<file path="src/rtl/srsf_pkg.sv">
// srsf_pkg: shared types and constants of the sonar range spike filter
// used by srsf_lane, srsf_merge and sonar_range_spike_filter; no dependencies
package srsf_pkg;

    localparam int CHANNEL_COUNT = 3;
    localparam int DIST_BITS     = 10;
    localparam int RAW_BITS      = 11;
    localparam int SUM_BITS      = 12;
    localparam int MEAN_BITS     = 16;
    localparam int CFG_INDEX_BITS = 2;

    localparam int US_PER_CM     = 58;

    // widths at or above this give a distance past every compare limit
    localparam int SAT_WIDTH     = (1 << RAW_BITS) * US_PER_CM;
    localparam int NARROW_BITS   = 17;

    // floor(w / 58) = (w * RECIP_CM) >> CM_SHIFT for w below SAT_WIDTH
    localparam int CM_SHIFT      = 24;
    localparam int RECIP_BITS    = 19;
    localparam int RECIP_CM      = ((1 << CM_SHIFT) + US_PER_CM - 1) / US_PER_CM;
    localparam int CM_PROD_BITS  = NARROW_BITS + RECIP_BITS;

    // floor(s * 64 / 3) = (s * RECIP_MEAN) >> MEAN_SHIFT for any 12-bit sum
    localparam int MEAN_SHIFT    = 14;
    localparam int RECIP_MEAN    = ((64 << MEAN_SHIFT) + 2) / 3;
    localparam int MEAN_PROD_BITS = SUM_BITS + RECIP_BITS;

    localparam logic [DIST_BITS-1:0] MAX_DISTANCE_RESET = 10'd600;
    localparam logic [DIST_BITS-1:0] JUMP_LIMIT_RESET   = 10'd300;

    typedef logic [DIST_BITS-1:0] dist_t;
    typedef logic [MEAN_BITS-1:0] mean_t;

    typedef enum logic [CFG_INDEX_BITS-1:0] {
        REG_MAX_DISTANCE = 2'd0,
        REG_JUMP_LIMIT   = 2'd1
    } reg_index_t;

    typedef struct packed {
        logic load;   // new word enters the first stage
        logic step;   // first-stage word moves into the history stage
    } pipe_ctrl_t;

endpackage

</file>
<file path="src/rtl/sonar_range_spike_filter.sv">
// sonar_range_spike_filter: three-channel sonar range clamp, spike reject and mean
// depends on srsf_pkg, srsf_lane and srsf_merge
//
//   channel  handshake               word
//   in       in_valid / in_ready     echo_width_a..c, fresh_a..c
//   out      out_valid / out_ready   smoothed_a..c
//   cfg      cfg_valid / cfg_ready   cfg_index, cfg_data
//
// one word per cycle while no output word is held; a word is distance-multiplied as
// it is taken, then history-updated, then mean-multiplied into the output register
// all three lanes and the output register step together on one enable
// a held output word stops every stage and drops in_ready
// reset clears held widths and history and loads 600 / 300 into the registers
module sonar_range_spike_filter #(
    parameter int WIDTH_BITS = 16
) (
    input  logic                  clk,
    input  logic                  rst_n,
    input  logic                  in_valid,
    output logic                  in_ready,
    input  logic [WIDTH_BITS-1:0] echo_width_a,
    input  logic [WIDTH_BITS-1:0] echo_width_b,
    input  logic [WIDTH_BITS-1:0] echo_width_c,
    input  logic                  fresh_a,
    input  logic                  fresh_b,
    input  logic                  fresh_c,
    output logic                  out_valid,
    input  logic                  out_ready,
    output logic [15:0]           smoothed_a,
    output logic [15:0]           smoothed_b,
    output logic [15:0]           smoothed_c,
    input  logic                  cfg_valid,
    output logic                  cfg_ready,
    input  logic [srsf_pkg::CFG_INDEX_BITS-1:0] cfg_index,
    input  logic [srsf_pkg::DIST_BITS-1:0]      cfg_data
);

    srsf_pkg::dist_t max_distance_reg, max_distance_next;
    srsf_pkg::dist_t jump_limit_reg, jump_limit_next;
    logic v1_reg, v1_next;
    logic v2_reg, v2_next;
    logic advance;
    srsf_pkg::pipe_ctrl_t ctrl;

    logic [WIDTH_BITS-1:0] widths [srsf_pkg::CHANNEL_COUNT];
    logic                  fresh  [srsf_pkg::CHANNEL_COUNT];
    srsf_pkg::mean_t       lane_mean [srsf_pkg::CHANNEL_COUNT];
    srsf_pkg::mean_t       smoothed  [srsf_pkg::CHANNEL_COUNT];

    assign widths[0] = echo_width_a;
    assign widths[1] = echo_width_b;
    assign widths[2] = echo_width_c;
    assign fresh[0]  = fresh_a;
    assign fresh[1]  = fresh_b;
    assign fresh[2]  = fresh_c;

    assign smoothed_a = smoothed[0];
    assign smoothed_b = smoothed[1];
    assign smoothed_c = smoothed[2];

    assign cfg_ready = 1'b1;
    assign in_ready  = advance;
    assign ctrl.load = in_valid && advance;
    assign ctrl.step = v1_reg && advance;
    assign v1_next   = advance ? in_valid : v1_reg;
    assign v2_next   = advance ? v1_reg : v2_reg;

    // register write decode
    always_comb
    begin
        max_distance_next = max_distance_reg;
        jump_limit_next   = jump_limit_reg;
        if (cfg_valid && cfg_ready)
        begin
            unique case (srsf_pkg::reg_index_t'(cfg_index))
                srsf_pkg::REG_MAX_DISTANCE: max_distance_next = cfg_data;
                srsf_pkg::REG_JUMP_LIMIT:   jump_limit_next   = cfg_data;
                default: ;
            endcase
        end
    end

    always_ff @(posedge clk or negedge rst_n)
    begin
        if (!rst_n)
        begin
            max_distance_reg <= srsf_pkg::MAX_DISTANCE_RESET;
            jump_limit_reg   <= srsf_pkg::JUMP_LIMIT_RESET;
            v1_reg           <= 1'b0;
            v2_reg           <= 1'b0;
        end
        else
        begin
            max_distance_reg <= max_distance_next;
            jump_limit_reg   <= jump_limit_next;
            v1_reg           <= v1_next;
            v2_reg           <= v2_next;
        end
    end

    for (genvar ch = 0; ch < srsf_pkg::CHANNEL_COUNT; ch++)
    begin : g_lane
        srsf_lane #(
            .WIDTH_BITS (WIDTH_BITS)
        ) u_lane (
            .clk          (clk),
            .rst_n        (rst_n),
            .ctrl         (ctrl),
            .echo_width   (widths[ch]),
            .fresh        (fresh[ch]),
            .max_distance (max_distance_reg),
            .jump_limit   (jump_limit_reg),
            .mean         (lane_mean[ch])
        );
    end

    srsf_merge u_merge (
        .clk         (clk),
        .rst_n       (rst_n),
        .lanes_valid (v2_reg),
        .lane_mean   (lane_mean),
        .out_ready   (out_ready),
        .out_valid   (out_valid),
        .smoothed    (smoothed),
        .advance     (advance)
    );

    a_stall_blocks_input: assert property (@(posedge clk) disable iff (!rst_n)
        (out_valid && !out_ready) |-> !in_ready)
        else $error("input taken while output word held");

    a_accept_fills_stage1: assert property (@(posedge clk) disable iff (!rst_n)
        (in_valid && in_ready) |=> v1_reg)
        else $error("accepted word lost before first stage");

    a_stage1_moves_on: assert property (@(posedge clk) disable iff (!rst_n)
        (v1_reg && advance) |=> v2_reg)
        else $error("first-stage word lost before history stage");

    a_output_from_stage2: assert property (@(posedge clk) disable iff (!rst_n)
        $rose(out_valid) |-> $past(v2_reg))
        else $error("output word appeared without a history-stage word");

endmodule

</file>
<file path="src/rtl/srsf_lane.sv">
// srsf_lane: one channel of the filter, width hold, distance, spike reject, mean
// depends on srsf_pkg
module srsf_lane #(
    parameter int WIDTH_BITS = 16
) (
    input  logic                   clk,
    input  logic                   rst_n,
    input  srsf_pkg::pipe_ctrl_t   ctrl,
    input  logic [WIDTH_BITS-1:0]  echo_width,
    input  logic                   fresh,
    input  srsf_pkg::dist_t        max_distance,
    input  srsf_pkg::dist_t        jump_limit,
    output srsf_pkg::mean_t        mean
);

    logic [WIDTH_BITS-1:0] held_width_reg, held_width_next;
    logic [srsf_pkg::RAW_BITS-1:0] dist_reg, dist_next;
    srsf_pkg::dist_t kept_prev_reg, kept_prev_next;
    srsf_pkg::dist_t kept_prev_prev_reg, kept_prev_prev_next;
    logic [srsf_pkg::SUM_BITS-1:0] sum_reg, sum_next;

    logic [32:0] width_ext;
    logic [srsf_pkg::NARROW_BITS-1:0] width_narrow;
    logic [srsf_pkg::CM_PROD_BITS-1:0] cm_prod;
    logic sat;
    logic over_max;
    logic spike;
    srsf_pkg::dist_t clamped;
    srsf_pkg::dist_t kept;
    logic [srsf_pkg::MEAN_PROD_BITS-1:0] mean_prod;

    // stage one: held width and distance
    always_comb
    begin
        held_width_next = fresh ? echo_width : held_width_reg;
        width_ext       = 33'(held_width_next);
        sat             = width_ext >= 33'(srsf_pkg::SAT_WIDTH);
        width_narrow    = width_ext[srsf_pkg::NARROW_BITS-1:0];
        cm_prod         = srsf_pkg::CM_PROD_BITS'(width_narrow)
                        * srsf_pkg::CM_PROD_BITS'(srsf_pkg::RECIP_CM);
        dist_next       = sat ? {srsf_pkg::RAW_BITS{1'b1}}
                              : cm_prod[srsf_pkg::CM_SHIFT +: srsf_pkg::RAW_BITS];
    end

    // stage two: clamp, spike reject, history, sum
    always_comb
    begin
        over_max = dist_reg > srsf_pkg::RAW_BITS'(max_distance);
        clamped  = over_max ? max_distance : dist_reg[srsf_pkg::DIST_BITS-1:0];
        spike    = dist_reg > (srsf_pkg::RAW_BITS'(kept_prev_reg)
                             + srsf_pkg::RAW_BITS'(jump_limit));
        kept     = (spike && (kept_prev_reg != '0) && (kept_prev_prev_reg != '0))
                 ? kept_prev_reg : clamped;
        kept_prev_next      = kept;
        kept_prev_prev_next = kept_prev_reg;
        sum_next = srsf_pkg::SUM_BITS'(kept) + srsf_pkg::SUM_BITS'(kept_prev_reg)
                 + srsf_pkg::SUM_BITS'(kept_prev_prev_reg);
    end

    // stage three: mean with 6 fraction bits
    always_comb
    begin
        mean_prod = srsf_pkg::MEAN_PROD_BITS'(sum_reg)
                  * srsf_pkg::MEAN_PROD_BITS'(srsf_pkg::RECIP_MEAN);
        mean      = mean_prod[srsf_pkg::MEAN_SHIFT +: srsf_pkg::MEAN_BITS];
    end

    always_ff @(posedge clk or negedge rst_n)
    begin
        if (!rst_n)
        begin
            held_width_reg     <= '0;
            kept_prev_reg      <= '0;
            kept_prev_prev_reg <= '0;
        end
        else
        begin
            if (ctrl.load)
            begin
                held_width_reg <= held_width_next;
            end
            if (ctrl.step)
            begin
                kept_prev_reg      <= kept_prev_next;
                kept_prev_prev_reg <= kept_prev_prev_next;
            end
        end
    end

    always_ff @(posedge clk)
    begin
        if (ctrl.load)
        begin
            dist_reg <= dist_next;
        end
        if (ctrl.step)
        begin
            sum_reg <= sum_next;
        end
    end

endmodule

</file>
<file path="src/rtl/srsf_merge.sv">
// srsf_merge: gathers the lane means into one output word with its handshake
// depends on srsf_pkg
module srsf_merge (
    input  logic             clk,
    input  logic             rst_n,
    input  logic             lanes_valid,
    input  srsf_pkg::mean_t  lane_mean [srsf_pkg::CHANNEL_COUNT],
    input  logic             out_ready,
    output logic             out_valid,
    output srsf_pkg::mean_t  smoothed [srsf_pkg::CHANNEL_COUNT],
    output logic             advance
);

    logic out_valid_reg, out_valid_next;
    srsf_pkg::mean_t smoothed_reg [srsf_pkg::CHANNEL_COUNT];

    assign advance        = !out_valid_reg || out_ready;
    assign out_valid_next = advance ? lanes_valid : out_valid_reg;
    assign out_valid      = out_valid_reg;
    assign smoothed       = smoothed_reg;

    always_ff @(posedge clk or negedge rst_n)
    begin
        if (!rst_n)
        begin
            out_valid_reg <= 1'b0;
        end
        else
        begin
            out_valid_reg <= out_valid_next;
        end
    end

    always_ff @(posedge clk)
    begin
        if (advance && lanes_valid)
        begin
            smoothed_reg <= lane_mean;
        end
    end

endmodule
</file>
<file path="config.mk">
export PLATFORM = sky130hd
export DESIGN_NAME = sonar_range_spike_filter
export DESIGN_NICKNAME = d
export VERILOG_FILES = /design/src/rtl/srsf_pkg.sv /design/src/rtl/sonar_range_spike_filter.sv /design/src/rtl/srsf_lane.sv /design/src/rtl/srsf_merge.sv
export SDC_FILE = /design/constraint.sdc
export NUM_CORES = 2
export LEC_CHECK = 0
export BUFFER_PORTS_ARGS = -buffer_cell sky130_fd_sc_hd__buf_4
export CORE_MARGIN = 2
export CORE_UTILIZATION = 50
export CTS_CLUSTER_DIAMETER = 30
export DETAILED_ROUTE_END_ITERATION = 10
export PLACE_DENSITY_LB_ADDON = 0.08
export SLEW_MARGIN = 10
export SYNTH_ARGS = -nofsm -noshare
export SYNTH_HDL_FRONTEND = slang
export SYNTH_HIERARCHICAL = 1
export SYNTH_SLANG_ARGS = --single-unit
</file>
<file path="constraint.sdc">
create_clock -name clk -period 6.9 [get_ports clk]
set_clock_uncertainty 0.1 [all_clocks]
set_input_delay 0.69 -clock clk [delete_from_list [all_inputs] [get_ports clk]]
set_output_delay 0.69 -clock clk [all_outputs]
set_load 0.005 [all_outputs]
</file>
==> results.txt <==
----------------------------------------------------
[Worst setup path]
  Cell type with the highest occurrence count on the critical path ... sky130_fd_sc_hd__a21oi_1
  Crit Reg-Reg Startpoint ... g_lane[1].u_lane/kept_prev_prev_next[0]$_DFFE_PN0P_
  Arr. time, crit path ... 6.68 ns
  Flop-to-flop setup slack ... 0.46 ns
  Slowest cell on crit path ... sky130_fd_sc_hd__fa_1
  Data required time of the worst path ... 7.14 ns
  Crit Reg-Reg Endpoint ... g_lane[1].u_lane/sum_reg[10]$_DFFE_PP_
  R2R cell count ... 28
  Biggest fanout along the worst timing path ... 10
  Largest stage delay on the critical path ... around 0.5 ns
  Startpoint-to-endpoint class of the critical path ... reg -> reg
  Critical Path End Type ... register
  Critical Path Source Type ... register

[Clock network]
  Buffer levels on the longest clock path ... 3
  H-tree level count ... 3
  Clock tree from TritonCTS ... built
  Worst-skew pair later-pin latency ... 0.61 ns
  Clock Tree Root ... sky130_fd_sc_hd__clkbuf_16
  Clock-pin slew on the worst setup and hold paths ... 0.04 ns
  Number of clock buffers inserted by TritonCTS ... 79
  CTS sink cnt ... 248

[Timing]
  Count of final max-slew check failures ... 0
  Final worst-path cycle share ... 93.34%
  Final count of negative-setup-slack endpoints ... 0
  Final period demand of the worst path ... around 6.4 ns
  Max_slew headroom ... 32.79%
  Least-Margin Pin Slew ... 1.004 ns
  Hold violation total from the final report ... 0
  Setup TNS ... 0 ns
  Highest clock rate ... 155.3 MHz
  Fin Hold WS ... 0.2244 ns

[GRT]
  Total global routing track utilization ... roughly 23%
  Pin count of the biggest net entering global routing ... 71
  Global-route wire length before repair ... 143000 microns
  Initial antenna violation count ... 2
  Leftover overflow at the end of global routing ... 0
  Via count of the first global-routing pass ... 27810

[Run]
  Number of violations of the max-capacitance limit ... 0

[Logic synthesis]
  Syn avg cell area ... roughly 11 sq um
  Proportion of synthesized area in mux cells ... 5.849%
  Net count of the mapped netlist ... between 4000 and 5000
  Most frequently used flop master after synthesis ... sky130_fd_sc_hd__dfrtp_1
  Flop and latch count out of synthesis ... 248
  Ranking of synthesized cells by area ... sky130_fd_sc_hd__fa_1 (26%), sky130_fd_sc_hd__ha_1 (25%), sky130_fd_sc_hd__edfxtp_1 (9.3%), sky130_fd_sc_hd__inv_1 (8.4%), sky130_fd_sc_hd__dfrtp_1 (8.1%)
  Cell taking the most area after synthesis ... sky130_fd_sc_hd__fa_1
  Cell area after technology mapping ... 37950 sq um
  Fraction of synthesized cell area in xor and xnor cells ... 2.747%
  Synth warnings ... 6
  Post-synthesis share of cell area spent on and, or, nand and nor gates ... a little over 5%
  Adder-cell share of the synthesized area ... 51.30%
  Dominant combinational cell family by area after synthesis ... adder cells
  Synthesized instance count ... approximately 3600
  Share of the synthesized area in compound gates (AO/OA/AOI/OAI) ... roughly 7.4%
  Area fraction of the dominant cell type after synthesis ... between 20% and 30%
  Post-synth EDFFs ... around 120
  Count of unique library cells instantiated by Yosys ... 92
  Sequential-to-total area share from yosys stat ... 17.92%
  Async set-or-reset flop fraction in the synthesized netlist ... 52.82%

[Floorplanning]
  Die Ht ... 279.5 microns
  Die Width ... 279.5 microns
  Starting utilization of the core area ... 50.21%
  Die footprint ... 78110 sq um
  Standard-cell rows ... 101
  Ports placed on the boundary ... 119
  Core box area ... 75570 sq um

[Routing]
  Count of nets left with antenna violations after detail routing ... 0
  Total iterations of the first detailed-routing run ... 5
  Routed vias ... 25090
  Drt drc ... 0
  Post-Route WL ... 86860 microns
  Average wire per cell in the routed design ... 17.99 microns
  Vias per Instance ... 5.195
  Drt initial violations ... 995

[Layout]
  Final Util ... 57.23%
  Proportion of layout cells with a drive suffix above 1 ... 14.52%
  Fill cells ... 6495
  Final instance area ... 43250 sq um
  Number of nets in the layout ... 5110
  Area added between synthesis and finish ... 13.98%
  Number of antenna repair diodes ... 0

[Placed design]
  Dpl hpwl ... 74900 microns
  Placed Instance Area ... 40330 sq um
  RD Place Congestion ... 0.9120
  Number of buffer cells added on primary ports ... 117

[Hold path]
  Hold Crit Depth ... 2
  Origin of the worst min-delay path ... cfg_data[8]
  Destination of the worst hold path ... jump_limit_reg[8]$_DFFE_PN1P_
  Worst min path class ... in -> reg

[Outcome]
  Status ... completed

----------------------------------------------------
==> synthesized netlist by cell type (4+ instances only) <==
cell type / n
sky130_fd_sc_hd__a211o_1: 5
sky130_fd_sc_hd__a211oi_1: 15
sky130_fd_sc_hd__a21boi_0: 6
sky130_fd_sc_hd__a21o_1: 52
sky130_fd_sc_hd__a21oi_1: 180
sky130_fd_sc_hd__a21oi_2: 4
sky130_fd_sc_hd__a221oi_1: 4
sky130_fd_sc_hd__a31oi_1: 10
sky130_fd_sc_hd__and3_1: 8
sky130_fd_sc_hd__and4_1: 4
sky130_fd_sc_hd__buf_1: 6
sky130_fd_sc_hd__buf_4: 50
sky130_fd_sc_hd__clkbuf_1: 18
sky130_fd_sc_hd__dfrtp_1: 123
sky130_fd_sc_hd__dfstp_2: 8
sky130_fd_sc_hd__edfxtp_1: 117
sky130_fd_sc_hd__fa_1: 498
sky130_fd_sc_hd__ha_1: 759
sky130_fd_sc_hd__inv_1: 845
sky130_fd_sc_hd__mux2_1: 8
sky130_fd_sc_hd__mux2_2: 136
sky130_fd_sc_hd__mux2_4: 10
sky130_fd_sc_hd__mux2i_1: 42
sky130_fd_sc_hd__nand2_1: 70
sky130_fd_sc_hd__nand2b_1: 10
sky130_fd_sc_hd__nand3_1: 39
sky130_fd_sc_hd__nand3b_1: 6
sky130_fd_sc_hd__nand4_1: 32
sky130_fd_sc_hd__nand4b_1: 6
sky130_fd_sc_hd__nor2_1: 104
sky130_fd_sc_hd__nor2b_1: 22
sky130_fd_sc_hd__nor3_1: 27
sky130_fd_sc_hd__nor4_1: 16
sky130_fd_sc_hd__o2111ai_1: 4
sky130_fd_sc_hd__o211ai_1: 6
sky130_fd_sc_hd__o21a_1: 10
sky130_fd_sc_hd__o21ai_0: 67
sky130_fd_sc_hd__o21ai_1: 12
sky130_fd_sc_hd__o21bai_1: 17
sky130_fd_sc_hd__o31ai_1: 4
sky130_fd_sc_hd__or2_2: 14
sky130_fd_sc_hd__xnor2_1: 84
sky130_fd_sc_hd__xor2_1: 35
==> cells by family (layout without fill, tap and decap cells) <==
group | after synthesis | in the layout
xor gates and xnor gates | 119 | 119
DFF | 248 | 248
AOI/OAI and AO/OA | 438 | 438
muxes | 198 | 198
and+or+nand+nor | 375 | 375
buffers and inverters | 926 | 1215
adders and majority gates | 1257 | 1257
other | 1 | 1
==> area by class of cell <==
class / instances / area (sq um) / share of cell area, %
multi-input combinational: 2388 / 27490 / 63.55
inverter: 846 / 3176 / 7.342
tap: 978 / 1224 / 2.829
sequential: 248 / 6802 / 15.73
timing repair buffer: 222 / 1673 / 3.868
clock inverter: 53 / 795.8 / 1.840
clock buffer: 94 / 2095 / 4.843
==> metal layers <==
| metal | share of wire (%) | vias to the layer above | global-route usage (%) |
|---|---|---|---|
| met2 | 47 | 358 | 38.31 |
| met4 | 2.3 | 4 | 6.568 |
| li1 | - | 12190 | - |
| met1 | 47 | 12430 | 31.31 |
| met3 | 3.7 | 113 | 3.294 |
| met5 | 0.029 | - | 0 |
==> placed cells by master (no fill, tap or decap), drive strengths merged, types with 16 or more instances in the layout <==
master	n
fa	498
nor3	27
a21oi	184
nand2	70
o21ai	81
nor2	104
xor2	35
inv	848
ha	759
clkbuf	94
o21bai	17
nor2b	22
nand4	32
edfxtp	117
mux2i	44
a211oi	17
buf	221
nor4	19
nand3	39
bufinv	16
clkinv	29
dfrtp	123
mux2	154
xnor2	84
a21o	53
==> how the worst max path moves through the flow <==
stage / end / from / depth (start not counted) / slack, ns
after floorplan: g_lane[0].u_lane/dist_reg[2]$_DFFE_PP_ / fresh_a / 23 / 0.02
after global routing: g_lane[0].u_lane/sum_reg[9]$_DFFE_PP_ / jump_limit_reg[0]$_DFFE_PN0P_ / 31 / -0.003
final: g_lane[1].u_lane/sum_reg[10]$_DFFE_PP_ / g_lane[1].u_lane/kept_prev_prev_next[0]$_DFFE_PN0P_ / 28 / 0.46
after detailed placement: g_lane[2].u_lane/dist_reg[9]$_DFFE_PP_ / fresh_c / 20 / -0.08
after CTS: g_lane[2].u_lane/sum_reg[9]$_DFFE_PP_ / jump_limit_reg[0]$_DFFE_PN0P_ / 28 / 0.35
after global placement: g_lane[2].u_lane/dist_reg[8]$_DFFE_PP_ / fresh_c / 20 / -0.01
==> metrics by stage <==
stage,setup WS [ns],instances
2_1_floorplan,0.01512,3562
4_1_cts,0.3535,4828
3_3_place_gp,-0.009913,4680
5_1_grt,-0.002738,4829
3_5_place_dp,-0.08148,4680
6_report,0.4594,4829
==> timing repair <==
action | CTS | global route
hold endpoints to repair | 8 | 0
endpoints found under the setup margin | 0 | 8
hold buffers | 1 | 0
buffers inserted | 0 | 1
resized for setup | 0 | 11
==> critical path: cells and delay by family (launching register included) <==
kind	cells	cell delay (ns)
flops	1	0.48
buf+inv	2	0.30
compound gates	16	2.93
mux	1	0.25
xor+xnor	1	0.08
fa+ha+maj	5	1.66
simple gates	3	0.34
Power is not shown: default switching activity piles up to over one toggle a cycle in this logic, so the estimate is an artifact.
